`src/hdl/clf_pkg.sv`:
```
// Shared types, codes and helpers for the clock linear fit block.
package clf_pkg;

  localparam int unsigned PointsW = 7;
  localparam int unsigned SumW    = 36;

  localparam logic [1:0] FitOk       = 2'd0;
  localparam logic [1:0] FitFew      = 2'd1;
  localparam logic [1:0] FitZeroDen  = 2'd2;
  localparam logic [1:0] FitOverflow = 2'd3;

  // Handshake status of a shared arithmetic unit.
  typedef struct packed {
    logic busy;
    logic done;
  } unit_stat_t;

  // Clamp a 128-bit two's complement value to the signed 64-bit range.
  function automatic logic [63:0] sat64(input logic [127:0] a);
    logic [63:0] r;
    if ((a[127:63] == '0) || (a[127:63] == '1)) begin
      r = a[63:0];
    end else if (a[127]) begin
      r = {1'b1, 63'd0};
    end else begin
      r = {1'b0, {63{1'b1}}};
    end
    return r;
  endfunction

endpackage

```
`src/hdl/clf_mul.sv`:
```
// Shared 64x64 multiplier built from four 32x32 partial products.
module clf_mul (
  input  logic                clk_i,
  input  logic                rst_ni,
  input  logic                go_i,
  input  logic [63:0]         a_i,
  input  logic [63:0]         b_i,
  output logic [127:0]        prod_o,
  output clf_pkg::unit_stat_t stat_o
);
  import clf_pkg::*;

  logic [63:0]  a_q, b_q, pp_q;
  logic [127:0] acc_q;
  logic [2:0]   cnt_q;
  logic [1:0]   psh_q;
  logic         run_q, pvld_q, done_q;
  logic [31:0]  ah, bh;

  assign ah = cnt_q[1] ? a_q[63:32] : a_q[31:0];
  assign bh = cnt_q[0] ? b_q[63:32] : b_q[31:0];

  always_ff @(posedge clk_i or negedge rst_ni) begin
    if (!rst_ni) begin
      run_q  <= 1'b0;
      pvld_q <= 1'b0;
      done_q <= 1'b0;
      cnt_q  <= '0;
    end else begin
      done_q <= 1'b0;
      if (go_i) begin
        a_q    <= a_i;
        b_q    <= b_i;
        acc_q  <= '0;
        cnt_q  <= '0;
        run_q  <= 1'b1;
        pvld_q <= 1'b0;
      end else if (run_q) begin
        // accumulate the previous partial product, form the next one
        if (pvld_q) begin
          acc_q <= acc_q + ({64'd0, pp_q} << {psh_q, 5'd0});
        end
        if (cnt_q == 3'd4) begin
          run_q  <= 1'b0;
          pvld_q <= 1'b0;
          done_q <= 1'b1;
        end else begin
          pp_q   <= {32'd0, ah} * {32'd0, bh};
          psh_q  <= {1'b0, cnt_q[1]} + {1'b0, cnt_q[0]};
          pvld_q <= 1'b1;
          cnt_q  <= cnt_q + 3'd1;
        end
      end
    end
  end

  assign prod_o      = acc_q;
  assign stat_o.busy = run_q;
  assign stat_o.done = done_q;

endmodule

```
`config.mk`:
```
export PLATFORM = sky130hd
export DESIGN_NAME = clf_mul
export DESIGN_NICKNAME = d
export VERILOG_FILES = /design/src/hdl/clf_pkg.sv /design/src/hdl/clf_mul.sv
export SDC_FILE = /design/constraint.sdc
export NUM_CORES = 2
export LEC_CHECK = 0
export ABC_CLOCK_PERIOD_IN_PS = 10400
export BUFFER_PORTS_ARGS = -buffer_cell sky130_fd_sc_hd__buf_2
export CAP_MARGIN = 20
export CORE_UTILIZATION = 55
export CTS_CLUSTER_DIAMETER = 40
export CTS_CLUSTER_SIZE = 28
export DETAILED_ROUTE_END_ITERATION = 8
export GPL_TIMING_DRIVEN = 0
export PLACE_DENSITY = 0.73
export SLEW_MARGIN = 20
export SYNTH_ARGS = -nofsm -noshare
export SYNTH_HDL_FRONTEND = slang
export SYNTH_SLANG_ARGS = --single-unit
```
`constraint.sdc`:
```
create_clock -name clk_i -period 10.4 [get_ports clk_i]
set_clock_uncertainty 0.05 [all_clocks]
set_input_delay 2.08 -clock clk_i [delete_from_list [all_inputs] [get_ports clk_i]]
set_output_delay 2.08 -clock clk_i [all_outputs]
set_load 0.03 [all_outputs]
```
==> reports/qor.yml <==
synthFlopType: "edfxtp_1"
die_w_microns: 317
drc: 0
die_h_microns: 317
final_common_cell: "inv_1"
regArea_sq_um: 9820
num_rows: 115
r2r_cells: 30
cts_max_path_buffers: 3
start_util_pct: 55.5
syn_inst: 6018
wl_microns: 227000
antenna_found_initial: 10
htreeDepth: 2
arrival_ns: 10.83
yosys_warnings: 0
finalNonFillerCells: 7694
pre_cts_ws_ns: -2.11
slowest_delay_ns: 0.62
cts_tree: "done"
cp-end-kind: "flip-flop"
synth_seq_cells: 328
io_pins: 261
dp.cells: 7584
syn-num-nets: 7438
worstHoldPathCells: 2
violations: "negative setup slack"
postRouteAntennaNets: 0
area_growth_pct: 10.9
fin_crit_ns: 10.46
avgSynthCellArea_sq_um: 9.06
coreArea_sq_um: 98300
path_max_fanout: 10
grt_remaining_overflow: 0
hpwl_microns: 188000
grt_max_degree: 84
globalplace.congestion: 1.08
layout-drive-gt1-share_pct: 10.5
max_cap_viol_count: 0
postCtsHoldBufs: 0
slowest_stage: "fa_1"
fmax_mhz: 95.6
setup_slack_ns: -0.0630
vias: 47400
hp-start: "prod_o[62]"
crit_family: "adder cells"
r2r_end: "pp_q[63]"
drt_iter0_drc: 5471
cts-buffers-inserted: 56
synthArstFlopShare_pct: 1.83
dieArea_sq_um: 100000
grt_pass1_wl_microns: 322000
nFillCells: 8686
reg2reg_slack_ns: -0.06
hold_end: "prod_o[62]"
crit_buf_inv: 8
multi_input_area_sq_um: 40600
final_max_slew_viol_count: 0
start_kind: "flip-flop"
synth-edff-count: 322
clockRootBuffer: "clkbuf_16"
required_ns: 10.77
ys_seq_area_share_pct: 18.0
nets: 7776
viasPerCell: 6.15
clk_latency_ns: 0.68
synth_cell_types: 95
worstMarginPinSlew_ns: 1.26
relSlewSlack_pct: 13.9
wl_per_cell_microns: 29.5
cts.clk_slew.worst_paths_ns: 0.06
grt_usage_pct: 45.6
clock-sinks: 328
hp-class: "flip-flop to flip-flop"
path_class: "flip-flop to flip-flop"
port_buffers: 259
first_global_vias: 47700
setup_violations: 2
mostFrequentLayoutCells: "inv_1 (938), fa_1 (897), nand2_1 (798), nor2_1 (756), ha_1 (392)"
crit_top_cell: "fa_1"
firstDrtPassIters: 6
status: "finished, violations left"
hold_violations: 0
min_period_over_period_pct: 101
r2r_start: "cnt_q[1]"
syn_area_sq_um: 54500
## how the worst max path moves through the flow
| stage | startpoint | slack (ns) | endpoint | cells past startpoint |
|---|---|---|---|---|
| 5_1_grt | cnt_q[1] | -0.01 | pp_q[63] | 30 |
| 4_1_cts | cnt_q[0] | 0.02 | pp_q[63] | 30 |
| 3_5_place_dp | cnt_q[0] | -2.11 | pp_q[63] | 32 |
| 6_report | cnt_q[1] | -0.06 | pp_q[63] | 30 |
| 3_3_place_gp | cnt_q[1] | -2.52 | pp_q[63] | 30 |
| 2_1_floorplan | cnt_q[1] | 1.60 | pp_q[59] | 30 |
## metrics by stage
step	TNS [ns]	utilization, %	instance area (sq um)	hold WS (ns)
after floorplan	0	-	54500	0.455
after global routing	-0.0102	61.5	60500	0.567
after detailed placement	-26.08	59.0	58000	0.527
after global placement	-115.76	58.5	57400	0.479
final	-0.122	61.5	60500	0.538
after CTS	0	61.4	60400	0.545
## state kept, by name, summed over array words and instances, names as in the netlist
name and cells:
a_q 64, b_q 64, prod_o 128, pvld_q 1, done_q 1, cnt_q 3
run_q 1, pp_q 64, psh_q 2
## routing by layer
metal  vias up  wire length (microns)  track usage [%]
met2      3008                  99800             71.1
met4        14                  23600             37.6
li1      20100                      -                -
met1     23200                  80100             52.7
met5         -                    184            0.852
met3       955                  23400             12.5
## cell usage after synthesis (89+ instances only)
cell	n	area share, %
inv_1	938	6.5
fa_1	897	33
nand2_1	798	5.5
nor2_1	756	5.2
ha_1	392	9.0
a21oi_1	324	3.0
edfxtp_1	322	18
clkbuf_1	260	1.8
o21ai_0	147	1.3
a21o_1	116	1.6
xnor2_1	106	1.7
mux2i_1	99	1.8
nand4_1	89	1.0
## cells by family (layout without fill, tap and decap cells)
group,after synthesis,in the layout,share of synthesized area [%]
mux,164,164,3.16
compound gates,902,902,10.7
xor+xnor,159,159,2.55
fa+ha+maj,1289,1289,41.9
other cells,0,3,0
simple gates,1934,1934,15.1
buf+inv,1242,1628,8.61
flops,328,328,18.0
## cell type report
cell class              instances  area share, %
multi-input cells            4448           67.1
flip-flops and latches        328           16.2
inverters                     938           5.82
repair buffers                297           2.85
well taps                    1287           2.66
clock buffers                  61           2.35
plain buffers                 287           2.22
clock inverters                45          0.753
diodes                          3         0.0124
## worst min-delay path: stages (launching register included)
cell and delay [ns]:
edfxtp_1 0.36, nand2_1 0.05, o21ai_0 0.06
## timing repair
action | in CTS | in global routing
gates resized for setup | 164 | 54
endpoints found under the setup margin | 32 | 12
buffers inserted | 16 | 2
hold endpoints to repair | 0 | 0
Power is left out: the tool's default activity adds up to more than one toggle a clock period on the data nets, which glitch-free logic cannot reach.
