## config.mk

```make
export PLATFORM = sky130hd
export DESIGN_NAME = clf_div
export DESIGN_NICKNAME = d
export VERILOG_FILES = /design/src/hdl/clf_pkg.sv /design/src/hdl/clf_div.sv
export SDC_FILE = /design/constraint.sdc
export NUM_CORES = 1
export LEC_CHECK = 0
export BUFFER_PORTS_ARGS = -buffer_cell sky130_fd_sc_hd__buf_2
export CAP_MARGIN = 20
export CORE_MARGIN = 5
export CORE_UTILIZATION = 48
export CTS_BUF_LIST = sky130_fd_sc_hd__clkbuf_8 sky130_fd_sc_hd__clkbuf_16
export CTS_CLUSTER_SIZE = 25
export DETAILED_ROUTE_END_ITERATION = 8
export HOLD_SLACK_MARGIN = 0.1
export PLACE_DENSITY_LB_ADDON = 0.08
export SETUP_SLACK_MARGIN = 0.5
export SKIP_LAST_GASP = 1
export SLEW_MARGIN = 20
export SYNTH_ARGS = -nofsm -noshare
export SYNTH_HDL_FRONTEND = slang
export SYNTH_SLANG_ARGS = --single-unit
```

## constraint.sdc

```tcl
create_clock -name clk_i -period 19.22 [get_ports clk_i]
set_input_delay 1.922 -clock clk_i [delete_from_list [all_inputs] [get_ports clk_i]]
set_output_delay 1.922 -clock clk_i [all_outputs]
set_load 0.01 [all_outputs]
```

## src/hdl/clf_pkg.sv

```systemverilog
// Shared types, codes and helpers for the clock linear fit block.
package clf_pkg;

  localparam int unsigned PointsW = 7;
  localparam int unsigned SumW    = 36;

  localparam logic [1:0] FitOk       = 2'd0;
  localparam logic [1:0] FitFew      = 2'd1;
  localparam logic [1:0] FitZeroDen  = 2'd2;
  localparam logic [1:0] FitOverflow = 2'd3;

  // Handshake status of a shared arithmetic unit.
  typedef struct packed {
    logic busy;
    logic done;
  } unit_stat_t;

  // Clamp a 128-bit two's complement value to the signed 64-bit range.
  function automatic logic [63:0] sat64(input logic [127:0] a);
    logic [63:0] r;
    if ((a[127:63] == '0) || (a[127:63] == '1)) begin
      r = a[63:0];
    end else if (a[127]) begin
      r = {1'b1, 63'd0};
    end else begin
      r = {1'b0, {63{1'b1}}};
    end
    return r;
  endfunction

endpackage

```

## src/hdl/clf_div.sv

```systemverilog
// Restoring signed divider, one quotient bit per cycle, round half away from zero.
module clf_div (
  input  logic                clk_i,
  input  logic                rst_ni,
  input  logic                go_i,
  input  logic [127:0]        num_i,
  input  logic [127:0]        den_i,
  output logic [127:0]        quot_o,
  output clf_pkg::unit_stat_t stat_o
);
  import clf_pkg::*;

  typedef enum logic [1:0] {D_IDLE, D_ITER, D_ROUND, D_SIGN} dstate_e;

  dstate_e      st_q;
  logic [127:0] nm_q, d_q, r_q, q_q, r2, rs;
  logic [6:0]   cnt_q;
  logic         neg_q, done_q, ge;

  assign r2 = {r_q[126:0], nm_q[127]};
  assign ge = (r2 >= d_q);
  assign rs = {r_q[126:0], 1'b0};

  always_ff @(posedge clk_i or negedge rst_ni) begin
    if (!rst_ni) begin
      st_q   <= D_IDLE;
      done_q <= 1'b0;
      cnt_q  <= '0;
    end else begin
      done_q <= 1'b0;
      case (st_q)
        D_IDLE: begin
          if (go_i) begin
            neg_q <= num_i[127];
            nm_q  <= num_i[127] ? (~num_i + 128'd1) : num_i;
            d_q   <= den_i;
            r_q   <= '0;
            q_q   <= '0;
            cnt_q <= '0;
            st_q  <= D_ITER;
          end
        end
        D_ITER: begin
          r_q   <= ge ? (r2 - d_q) : r2;
          q_q   <= {q_q[126:0], ge};
          nm_q  <= {nm_q[126:0], 1'b0};
          cnt_q <= cnt_q + 7'd1;
          if (cnt_q == 7'd127) begin
            st_q <= D_ROUND;
          end
        end
        D_ROUND: begin
          if (rs >= d_q) begin
            q_q <= q_q + 128'd1;
          end
          st_q <= D_SIGN;
        end
        D_SIGN: begin
          if (neg_q) begin
            q_q <= ~q_q + 128'd1;
          end
          done_q <= 1'b1;
          st_q   <= D_IDLE;
        end
        default: st_q <= D_IDLE;
      endcase
    end
  end

  assign quot_o      = q_q;
  assign stat_o.busy = (st_q != D_IDLE);
  assign stat_o.done = done_q;

endmodule

```

==> flow_metrics.env, run 1 <==
export IMPL_fill_cells=7205
export IMPL_post_cts_buffers=0
export IMPL_slew_violations=0
export IMPL_synth_top_area_cell="edfxtp_1"
export IMPL_core_mm2=0.0772
export IMPL_ys_top_cells_by_area="edfxtp_1 41%, nand2_1 7.0%, o21ai_0 5.9%"
export IMPL_skew_ns=0.0173
export IMPL_cp_slowest_cell="nor4bb_1"
export IMPL_portBuffers=388
export IMPL_pin_count=389
export IMPL_avgSynthCellArea_um2=8.77
export IMPL_crit_path_end="quot_o[118]"
export IMPL_power_density_mw_per_mm2=153
export IMPL_grt_pass1_wl_um=173000
export IMPL_antenna_left=0
export IMPL_period_needed_ns=6.12
export IMPL_end_kind="flip-flop"
export IMPL_switching_share=0.434
export IMPL_drt_initial_drc_count=2681
export IMPL_drt_wl_total_um=112000
export IMPL_setup_tns_ns=0
export IMPL_synth_most_common_cell="nand2_1"
export IMPL_r2r_start="st_q[0]"
export IMPL_cts_tree="yes"
export IMPL_fin_hold_ws_ns=0.522
export IMPL_grt_remaining_overflow=0
export IMPL_hold_viol=0
export IMPL_cts_max_level=2
export IMPL_p_sw_mw=2.79
export IMPL_p_seq_frac=0.338
export IMPL_regToRegEndpoint="quot_o[118]"
export IMPL_nets=4868
export IMPL_required_ns=19.70
export IMPL_reg2regPathDepth=13
export IMPL_status="finished, final reports clean"
export IMPL_synth_area_mm2=0.0372
export IMPL_hold_buffers=0
export IMPL_final_cells=5582
export IMPL_dr_pass1_iters=6
export IMPL_synth_edff_count=512
export IMPL_layout_drive_gt1_share=0.130
export IMPL_critPathTopFamily="simple AND/OR/NAND/NOR gates"
export IMPL_cts_root_buf="clkbuf_16"
export IMPL_placed_cells=5451
export IMPL_clkPwrFrac=0.195
export IMPL_syn2layout_area_growth_pct=12.8
export IMPL_startpoint="st_q[0]"
export IMPL_dp_hpwl_um=81800
export IMPL_p_int_mw=3.65
export IMPL_cts_clk_slew_worst_paths_ns=0.06
export IMPL_synth_seq_cells=522
export IMPL_fin_util=0.543
export IMPL_cts_sinks=522
export IMPL_cp_cell_sequence="ha_4 -> buf_12 -> or4b_2 -> a22o_1 -> a21oi_1 -> nor4bb_1 -> nand4_1 -> nor3_1 -> nand2_1 -> o21a_1 -> o221ai_1 -> o21ai_0 -> o22ai_1"
export IMPL_die_area_mm2=0.0832
export IMPL_cts_buffers=61
export IMPL_path_buf_inv=1
export IMPL_post_cts_resized=0
export IMPL_cp_depth=13
export IMPL_synthArstFlopShare=0.0192
export IMPL_ir_drop_mv=0.112
export IMPL_seq_area_frac_synth=0.420
export IMPL_viasPerCell=5.82
export IMPL_r2r_slack_ns=13.10
export IMPL_setup_worst_path_start_class="flip-flop"
export IMPL_grt_max_degree=146
export IMPL_routedWlPerCell_um=20.1
export IMPL_path_class="flip-flop to flip-flop"
export IMPL_yosysWarnings=0
export IMPL_drcViolationCount=0
export IMPL_max_slew_worst_pin_slew_ns=1.13
export IMPL_slew_headroom=0.246
export IMPL_fin_crit_sh=0.318
export IMPL_die_w_um=288
export IMPL_synth_cell_types=93
export IMPL_critPathMaxStageDelay_ns=0.79
export IMPL_fmax_ghz=0.163
export IMPL_clock_latency_ns=0.65
export IMPL_fin_area_mm2=0.0420
export IMPL_num_rows=102
export IMPL_die_h_um=288
export IMPL_start_util=0.482
export IMPL_cts_buffer_depth=3
export IMPL_cp_arrival_ns=6.60
export IMPL_rsz0062_at_grt="false"
export IMPL_synth_main_ff_cell="edfxtp_1"
export IMPL_antenna_found_initial=22
export IMPL_syn_inst=4242
export IMPL_synth_top_cell_area_share=0.413
export IMPL_grt_use_total=0.257
export IMPL_placed_cell_area_mm2=0.0398
export IMPL_pwr_share_comb=0.467
export IMPL_grt_pass1_vias=30100
export IMPL_leakage_nw=15.9
export IMPL_netlist_top_cells_count="689 x nand2_1, 512 x edfxtp_1, 441 x o21ai_0"
export IMPL_place_gp_congestion=0.948
export IMPL_hold_class="flip-flop to flip-flop"
export IMPL_synth_nets=4636
export IMPL_worstPathMaxFanout=145
export IMPL_setup_viol=0
export IMPL_via_count=32500
export IMPL_maxCapViolCount=0
stage by stage:
step                      power (mW)  setup WS (ns)
after floorplan                 4.32           6.81
after global placement          5.15          12.97
after detailed placement        5.18          12.94
after CTS                       6.46          13.22
after global routing            6.88          12.74
final                           6.44          13.10
cell families (layout without fill, tap and decap cells):
| logic type | Yosys count | in the layout | synth area share |
|---|---|---|---|
| buffers and inverters | 445 | 730 | 0.0465 |
| XOR/XNOR | 413 | 413 | 0.0972 |
| other | 0 | 15 | 0 |
| multiplexers | 34 | 34 | 0.00962 |
| flip-flops | 522 | 522 | 0.420 |
| AND/OR/NAND/NOR | 1514 | 1514 | 0.192 |
| adder cells (fa/ha/maj) | 136 | 136 | 0.0459 |
| AO/OA/AOI/OAI | 1178 | 1178 | 0.189 |
worst reg2reg max path: stages (launching register included):
cell and delay (ns):
dfrtp_1 0.47, ha_4 0.63, buf_12 0.55, or4b_2 0.93, a22o_1 0.28, a21oi_1 0.12, nor4bb_1 0.79, nand4_1 0.59
nor3_1 0.71, nand2_1 0.24, o21a_1 0.23, o221ai_1 0.15, o21ai_0 0.13, o22ai_1 0.13
power groups by stage:
stage / sequential, mW / clock [mW] / combinational, mW
6_report: 2.18 / 1.26 / 3.01
3_3_place_gp: 2.18 / 0 / 2.97
3_5_place_dp: 2.19 / 0 / 2.99
4_1_cts: 2.17 / 1.28 / 3.00
2_1_floorplan: 2.17 / 0 / 2.16
5_1_grt: 2.23 / 1.33 / 3.33
per-layer routing:
metal	share of wire	GRT usage
met1	0.46	0.384
met2	0.44	0.390
met3	0.075	0.0462
met4	0.023	0.0569
met5	0.00086	0
flip-flops by register name (all words and copies together), names as in the netlist:
| name | count |
|---|---|
| d_q | 128 |
| nm_q | 128 |
| quot_o | 128 |
| r_q | 127 |
| cnt_q | 7 |
| st_q | 2 |
| done_q | 1 |
| neg_q | 1 |
final cells by class:
type,count,area [µm²],share of cell area
inverters,201,757,0.0180
clock inverters,55,632,0.0151
multi-input cells,3275,19900,0.475
flip-flops and latches,522,15600,0.372
clock buffers,61,1530,0.0364
diodes,15,37.5,0.000895
repair buffers,413,2140,0.0511
well taps,1040,1300,0.0310
placed cells by master, fill, tap and decap left out, types with 39 or more instances in the layout:
| cell type | count |
|---|---|
| a21o_1 | 62 |
| clkbuf_16 | 61 |
| o31ai_1 | 48 |
| nand3_1 | 93 |
| inv_1 | 203 |
| nand2b_1 | 47 |
| ha_1 | 132 |
| nor3_1 | 76 |
| nand2_1 | 688 |
| o21ai_0 | 440 |
| nor2_1 | 246 |
| a21oi_1 | 330 |
| buf_2 | 387 |
| xor2_1 | 212 |
| nand4_1 | 88 |
| o21bai_1 | 39 |
| edfxtp_1 | 512 |
| or3_1 | 55 |
| xnor2_1 | 201 |
worst min path at each step:
stage	startpoint	to	slack (ns)	cells after the start
after detailed placement	nm_q[64]	nm_q[65]	0.51	2
final	nm_q[109]	nm_q[110]	0.52	2
after CTS	nm_q[93]	nm_q[94]	0.53	2
after global placement	nm_q[56]	nm_q[57]	0.50	2
after global routing	nm_q[54]	nm_q[55]	0.54	2
after floorplan	cnt_q[0]	cnt_q[0]	0.48	1
Power figures use the tool's default switching activity.
==> inputs of run 2 (changes only) <==
clock period = 5.09 ns   (was 19.22 ns; I/O delays follow)
==> run 2 against run 1 <==
  * Power grew to 3.8 times the previous value
  * First-iteration DRC count is 14% higher
  * Sequential power grew to 3.8 times the previous value
  * Critical path type unchanged
  * Critical endpoint is now r_q[63]
  * Die area stayed put
==> flow_metrics.env, run 2 (same netlist as run 1, synthesis figures left out) <==
export IMPL_routedWlPerCell_um=20.1
export IMPL_pin_count=389
export IMPL_cts_clk_slew_worst_paths_ns=0.07
export IMPL_cts_tree="yes"
export IMPL_nets=5051
export IMPL_dp_hpwl_um=83700
export IMPL_cp_slowest_cell="a21boi_0"
export IMPL_grt_pass1_wl_um=178000
export IMPL_fin_hold_ws_ns=0.217
export IMPL_die_w_um=288
export IMPL_setup_viol=0
export IMPL_cts_sinks=522
export IMPL_setup_worst_path_start_class="flip-flop"
export IMPL_drcViolationCount=0
export IMPL_place_gp_congestion=0.947
export IMPL_maxCapViolCount=0
export IMPL_leakage_nw=16.8
export IMPL_start_util=0.482
export IMPL_critPathTopFamily="compound AO/OA/AOI/OAI gates"
export IMPL_core_mm2=0.0772
export IMPL_layout_drive_gt1_share=0.139
export IMPL_fmax_ghz=0.230
export IMPL_fill_cells=7097
export IMPL_drt_initial_drc_count=3055
export IMPL_grt_remaining_overflow=0
export IMPL_final_cell_mix="688 x nand2_1, 512 x edfxtp_1, 434 x o21ai_0"
export IMPL_cp_cell_sequence="ha_1 -> a21o_1 -> a21o_1 -> a221oi_2 -> o32ai_1 -> buf_4 -> nor2_1 -> o311ai_0 -> a21boi_0 -> o21ai_0 -> a21oi_1 -> xor2_1 -> o21ai_0"
export IMPL_ir_drop_mv=0.595
export IMPL_path_buf_inv=1
export IMPL_antenna_found_initial=29
export IMPL_power_density_mw_per_mm2=565
export IMPL_period_needed_ns=4.35
export IMPL_die_h_um=288
export IMPL_slew_violations=0
export IMPL_grt_use_total=0.266
export IMPL_die_area_mm2=0.0832
export IMPL_clock_latency_ns=0.65
export IMPL_viasPerCell=5.80
export IMPL_cts_max_level=2
export IMPL_max_slew_worst_pin_slew_ns=1.12
export IMPL_status="finished, final reports clean"
export IMPL_hold_viol=0
export IMPL_cts_root_buf="clkbuf_16"
export IMPL_num_rows=102
export IMPL_cts_buffers=61
export IMPL_skew_ns=0.0225
export IMPL_drt_wl_total_um=116000
export IMPL_end_kind="flip-flop"
export IMPL_syn2layout_area_growth_pct=18.0
export IMPL_antenna_left=0
export IMPL_via_count=33400
export IMPL_rsz0062_at_grt="true"
export IMPL_dr_pass1_iters=5
export IMPL_final_common_cell="nand2_1"
export IMPL_portBuffers=388
export IMPL_slew_headroom=0.256
export IMPL_fin_crit_sh=0.854
export IMPL_power_mw=24.8
export IMPL_cp_arrival_ns=4.74
export IMPL_grt_max_degree=249
export IMPL_grt_pass1_vias=31400
export IMPL_hold_class="input port to flip-flop"
export IMPL_required_ns=5.48
export IMPL_path_class="flip-flop to flip-flop"
export IMPL_worstPathMaxFanout=5
export IMPL_cts_buffer_depth=3
export IMPL_critPathMaxStageDelay_ns=0.69
## run 2: changes by cell type in the layout (fill, tap and decap cells not counted), sizes merged
cell / previous run / this run
buf: 413 / 467
clkinv: 20 / 19
diode: 15 / 20
bufinv: 12 / 11
inv: 211 / 220
dlygate4sd3: 0 / 129
clkinvlp: 13 / 2
clkbuf: 61 / 64
## run 2: through the flow
| stage | utilization | cells | instance area [µm²] | TNS (ns) | worst slack (ns) |
|---|---|---|---|---|---|
| 3_3_place_gp | 0.521 | 5498 | 40300 | 0 | 0.255 |
| 5_1_grt | 0.568 | 5765 | 43900 | 0 | 0.513 |
| 2_1_floorplan | - | 4242 | 37300 | -56.99 | -0.445 |
| 4_1_cts | 0.566 | 5743 | 43700 | 0 | 0.501 |
| 6_report | 0.568 | 5769 | 43900 | 0 | 0.743 |
| 3_5_place_dp | 0.521 | 5498 | 40300 | 0 | 0.254 |
## run 2: per-layer routing
layer  wire (µm)  up-vias  track usage
met3        8880      170       0.0432
met2       50000     1144        0.400
met4        3300       10       0.0733
met5          56        -            0
met1       53600    15900        0.398
li1            -    16200            -
## run 2: path summary, 6_finish.rpt
| kind | startpoint | endpoint | slack (ns) | cells after the start |
|---|---|---|---|---|
| min in group asynchronous | rst_ni | st_q[1] | 0.40 | 2 |
| max reg2reg | r_q[7] | r_q[63] | 0.74 | 13 |
| min | num_i[0] | nm_q[0] | 0.22 | 3 |
| min reg2reg | nm_q[88] | nm_q[89] | 0.52 | 2 |
| max in group asynchronous | rst_ni | st_q[0] | 4.41 | 2 |
| max | r_q[7] | r_q[63] | 0.74 | 13 |
## run 2: what timing repair did
item                       4_1_cts  5_1_grt
pin swaps                        2        2
setup endpoints to repair        6       83
hold endpoints to repair       138        0
hold buffers                   129        0
resized for setup                1       18
buffers inserted                 1        5
## run 2: final cells by class
cell class              count  area [µm²]  share of cell area
diodes                     20        50.0             0.00114
clock inverters            51         566              0.0129
inverters                 201         759              0.0173
clock buffers              64        1570              0.0357
multi-input cells        3275       20000               0.456
flip-flops and latches    522       15600               0.356
repair buffers            596        4000              0.0912
well taps                1040        1300              0.0297
## run 2: report_power, final
group / total (mW) / switching [mW] / internal [mW]
sequential: 8.22 / 1.37 / 6.84
combinational: 11.8 / 7.37 / 4.44
clock: 4.75 / 1.95 / 2.80
total: 24.8 / 10.7 / 14.1
## run 2: tightest hold or removal path, delay by kind of cell
family / cells / cell delay, ns
buffers and inverters: 2 / 0.15
AND/OR/NAND/NOR: 1 / 0.07
